**config.mk**
```make
export PLATFORM = sky130hd
export DESIGN_NAME = psfrm_div
export DESIGN_NICKNAME = d
export VERILOG_FILES = /design/src/rtl/psfrm_div.sv
export SDC_FILE = /design/constraint.sdc
export NUM_CORES = 1
export LEC_CHECK = 0
export BUFFER_PORTS_ARGS = -buffer_cell sky130_fd_sc_hd__clkbuf_2
export CAP_MARGIN = 20
export CORE_MARGIN = 5
export CORE_UTILIZATION = 40
export CTS_BUF_LIST = sky130_fd_sc_hd__clkbuf_8
export DETAILED_ROUTE_END_ITERATION = 6
export PLACE_DENSITY = 0.61
export SYNTH_ARGS = -nofsm -noshare
export SYNTH_HDL_FRONTEND = slang
export SYNTH_SLANG_ARGS = --single-unit
```
**constraint.sdc**
```tcl
create_clock -name clk_i -period 3.9 [get_ports clk_i]
set_input_delay 0.195 -clock clk_i [delete_from_list [all_inputs] [get_ports clk_i]]
set_output_delay 0.195 -clock clk_i [all_outputs]
set_load 0.01 [all_outputs]
```
**src/rtl/psfrm_div.sv**
```systemverilog
// Restoring radix-2 divider, one quotient bit per cycle.
// Standalone; used by the top level for the Q14.8 rate quotient.
module psfrm_div #(
  parameter int NUM_W = 40,
  parameter int DEN_W = 48
) (
  input  logic             clk_i,
  input  logic             rst_ni,
  input  logic             start_i,
  input  logic [NUM_W-1:0] num_i,
  input  logic [DEN_W-1:0] den_i,
  output logic             busy_o,
  output logic             done_o,
  output logic [NUM_W-1:0] quo_o
);

  localparam int CNT_W = $clog2(NUM_W + 1);

  logic             busy_q, done_q;
  logic [CNT_W-1:0] cnt_q;
  logic [DEN_W-1:0] rem_q, den_q;
  logic [NUM_W-1:0] quo_q;

  logic [DEN_W:0]   rem_sh, rem_sub;
  logic             ge;

  always_comb begin
    rem_sh  = {rem_q, quo_q[NUM_W-1]};
    rem_sub = rem_sh - {1'b0, den_q};
    ge      = rem_sh >= {1'b0, den_q};
  end

  always_ff @(posedge clk_i or negedge rst_ni) begin
    if (!rst_ni) begin
      busy_q <= 1'b0;
      done_q <= 1'b0;
      cnt_q  <= '0;
    end else begin
      done_q <= 1'b0;
      if (start_i && !busy_q) begin
        busy_q <= 1'b1;
        cnt_q  <= CNT_W'(NUM_W);
      end else if (busy_q) begin
        cnt_q <= cnt_q - CNT_W'(1);
        if (cnt_q == CNT_W'(1)) begin
          busy_q <= 1'b0;
          done_q <= 1'b1;
        end
      end
    end
  end

  always_ff @(posedge clk_i) begin
    if (start_i && !busy_q) begin
      rem_q <= '0;
      den_q <= den_i;
      quo_q <= num_i;
    end else if (busy_q) begin
      rem_q <= ge ? rem_sub[DEN_W-1:0] : rem_sh[DEN_W-1:0];
      quo_q <= {quo_q[NUM_W-2:0], ge};
    end
  end

  assign busy_o = busy_q;
  assign done_o = done_q;
  assign quo_o  = quo_q;

endmodule

```
==> results.md <==
- WL/cell: about 16 microns
- I/O Pins: about 130
- Post-route cell area: 0.0105 sq mm
- Die height: 157 microns
- Post-synthesis cell count: just over 800
- Max Cap Violations: 0
- Req. time, crit path: 4.27 ns
- Critical path's slowest cell: or4_1
- Final hold vios: 0
- Fin crit share: 0.853
- Fin crit period: around 3.3 ns
- Post-place setup slack: roughly 0.54 ns
- Critical path startpoint category: flop
- Clock transition at the registers of the reported paths: roughly 0.11 ns
- Warnings from Yosys: 0
- CTS H-tree lvls: 4
- VDD IR max: slightly below 0.0004 V
- DR vias: 6667
- Reg area: about 0.0038 sq mm
- Largest net degree at the start of global routing: between 60 and 70
- GRT Max-Usage Layer: met2
- Post-synth top area share: 0.307
- Fin. max-slew vios: 0
- CTS sink count: 144
- Synth cell types: 70
- Syn nets: between 900 and 1000
- P_leak: 0.00468 uW
- Maximum clock path buffer count: 2
- Final Power: 8660 uW
- Area of the die: between 0.02 and 0.025 sq mm
- Slew HR: 0.576
- Final core utilization: 0.498
- Area of the multi-input gates: 0.00438 sq mm
- Total Wirelength: 20.3 mm
- Residual DRC count: 0
- CP Capture Type: flop
- Cts repair resizes: 0
- Standard-cell rows: 53
- All-Layer GR Usage: 0.168
- Number of flops mapped to enable cells by yosys: 88
- PortBufs: 132
- Clk root buf: clkbuf_8
- CP Max Fanout: 51
- Vias in the first global route: 6827
- First-pass GRT wire length: 33.8 mm
- Total Nets Final: 1124
- GPL Wtd Cong: 0.867
- PD cells: between 800 and 900 mW/mm^2
- Setup violators final: 0
- Fill count: 1989
- Final Skew: 0.0247 ns
- ANT nets after route: 0
- Core area: 0.0211 sq mm
- Async SR Flop Fraction: 0.0556
- Via density: ~5.2
- Met3 Use GR: 0.0442
- Total Neg Setup Slack: 0 ns
- Routing usage on met1: 0.235
- Starting density of the core: 0.409
- Most common cell in the netlist: edfxtp_1
- Worst Max-Slew Pin Slew: 0.636 ns
- CTS tree: done
- RSZ-0062 raised after global routing: no
- Syn Area/Cell: between 10 and 15 sq um
- Top_reg_cell synth: edfxtp_1
- Largest cells by area after synthesis: edfxtp_1 (31%), dfxtp_1 (11%), ha_1 (7.3%), mux2_2 (5.4%), mux2_4 (4.5%)
- Crit path DAT: between 3 and 4 ns
- TritonCTS Buffers: 17
- Die W: around 160 microns
- Synth top cells by count: edfxtp_1 (88), inv_1 (67), a21oi_1 (54)
- Netlist Area Pre-Place: roughly 0.0086 sq mm
- Status: completed
- Worst hold path type: input pin to flop
- Crit-path cells: inv_1 -> ha_1 -> nand4_2 -> or4_1 -> nor4_1 -> nand4_1 -> o21ai_1 -> a31o_2 -> a21oi_4 -> buf_12 -> nand2b_4 -> o31ai_1
- Critical Path Max Stage Delay: 0.56 ns
- DP Area: 0.00952 sq mm
- Antenna fix cells: 0
- #FFs+latches synth: 144
- Fmax: 301 MHz
- Final setup margin: 0.575 ns
- Part of the Yosys area used for sequential elements: 0.441
- Area grow syn2layout: 21.8%
- HPWL after DPL: 14.8 mm
- First-pass DRT Iterations: 5
- Worst-Skew Late Latency: 0.46 ns
- Met2 usage: 0.260
- DRT iter0 DRCs: 373
- Worst setup path class: flop to flop
- Post-synth top area cell: edfxtp_1
- Share of layout cells above drive strength 1: 0.254
- Initial antenna violation count: 0
- Congestion Overflow GR: 0
placed cells by master (no fill, tap or decap), drive strengths merged, types with 30 or more instances in the layout:
master / Yosys / final
inv: 67 / 77
mux2: 67 / 67
nor2: 34 / 34
edfxtp: 88 / 88
dlygate4sd3: 0 / 60
a21oi: 55 / 55
dfxtp: 48 / 48
clkbuf: 33 / 150
o21ai: 38 / 38
a22o: 30 / 30
a21o: 43 / 43
ha: 50 / 50
nand2: 31 / 31
flip-flops by register name, summed over array words and instances (netlist names):
name and cells:
quo_o 40, cnt_q 6, done_o 1, busy_o 1
den_q 48, rem_q 48
layout make-up:
class | instances | area share
timing repair buffer | 199 | 0.128
multi-input combinational | 553 | 0.417
sequential | 144 | 0.362
inverter | 67 | 0.0240
clock buffer | 18 | 0.0236
clock inverter | 14 | 0.0129
tap | 275 | 0.0328
metrics by stage:
stage | hold WS (ns) | std cells
CTS | 0.0000218 | 1269
global route | 0.000805 | 1270
finish | 0.0317 | 1270
global placement | 0.0522 | 1178
floorplan | -0.101 | 809
detailed placement | 0.0520 | 1178
where the power goes:
| part | internal (uW) | leakage [uW] | switching (uW) |
|---|---|---|---|
| logic | 2460 | 0.00316 | 2370 |
| registers | 2270 | 0.00133 | 396 |
| clock network | 492 | 0.000192 | 675 |
| total | 5220 | 0.00468 | 3440 |
critical path, delay by kind of cell (launching register included):
| kind | cells | cell delay [ns] |
|---|---|---|
| DFF | 1 | 0.33 |
| buffers and inverters | 2 | 0.26 |
| adders and majority gates | 1 | 0.45 |
| AOI/OAI and AO/OA | 4 | 0.62 |
| and+or+nand+nor | 5 | 1.58 |
final timing paths:
kind | startpoint | endpoint | slack [ns] | cells past startpoint
max in group asynchronous | rst_ni | busy_o | 3.60 | 2
setup reg to reg | den_q[39] | rem_q[46] | 0.58 | 12
setup / recovery | den_q[39] | rem_q[46] | 0.58 | 12
hold reg to reg | rem_q[27] | rem_q[27] | 0.49 | 2
hold / removal | num_i[5] | quo_o[5] | 0.03 | 2
min in group asynchronous | rst_ni | cnt_q[5] | 0.11 | 2
kinds of logic (layout without fill, tap and decap cells):
kind of cell	after synthesis	after routing	synth area share
buffers and inverters	112	298	0.0534
AND/OR/NAND/NOR	147	147	0.0887
multiplexers	72	72	0.105
XOR/XNOR	46	46	0.0467
adder cells (fa/ha/maj)	51	51	0.0749
AO/OA/AOI/OAI	237	237	0.190
flip-flops	144	144	0.441
metal layers:
metal	wire length, microns	vias up	part of all wire
li1	-	3350	-
met1	9980	3103	0.49
met2	8870	192	0.44
met3	1260	22	0.062
met4	242	0	0.012
met5	0	-	0
what timing repair did:
item / CTS / global route
setup buffers: 0 / 0
hold endpoints to repair: 66 / 1
hold buffers: 59 / 1
(Power assumes the default switching activity.)
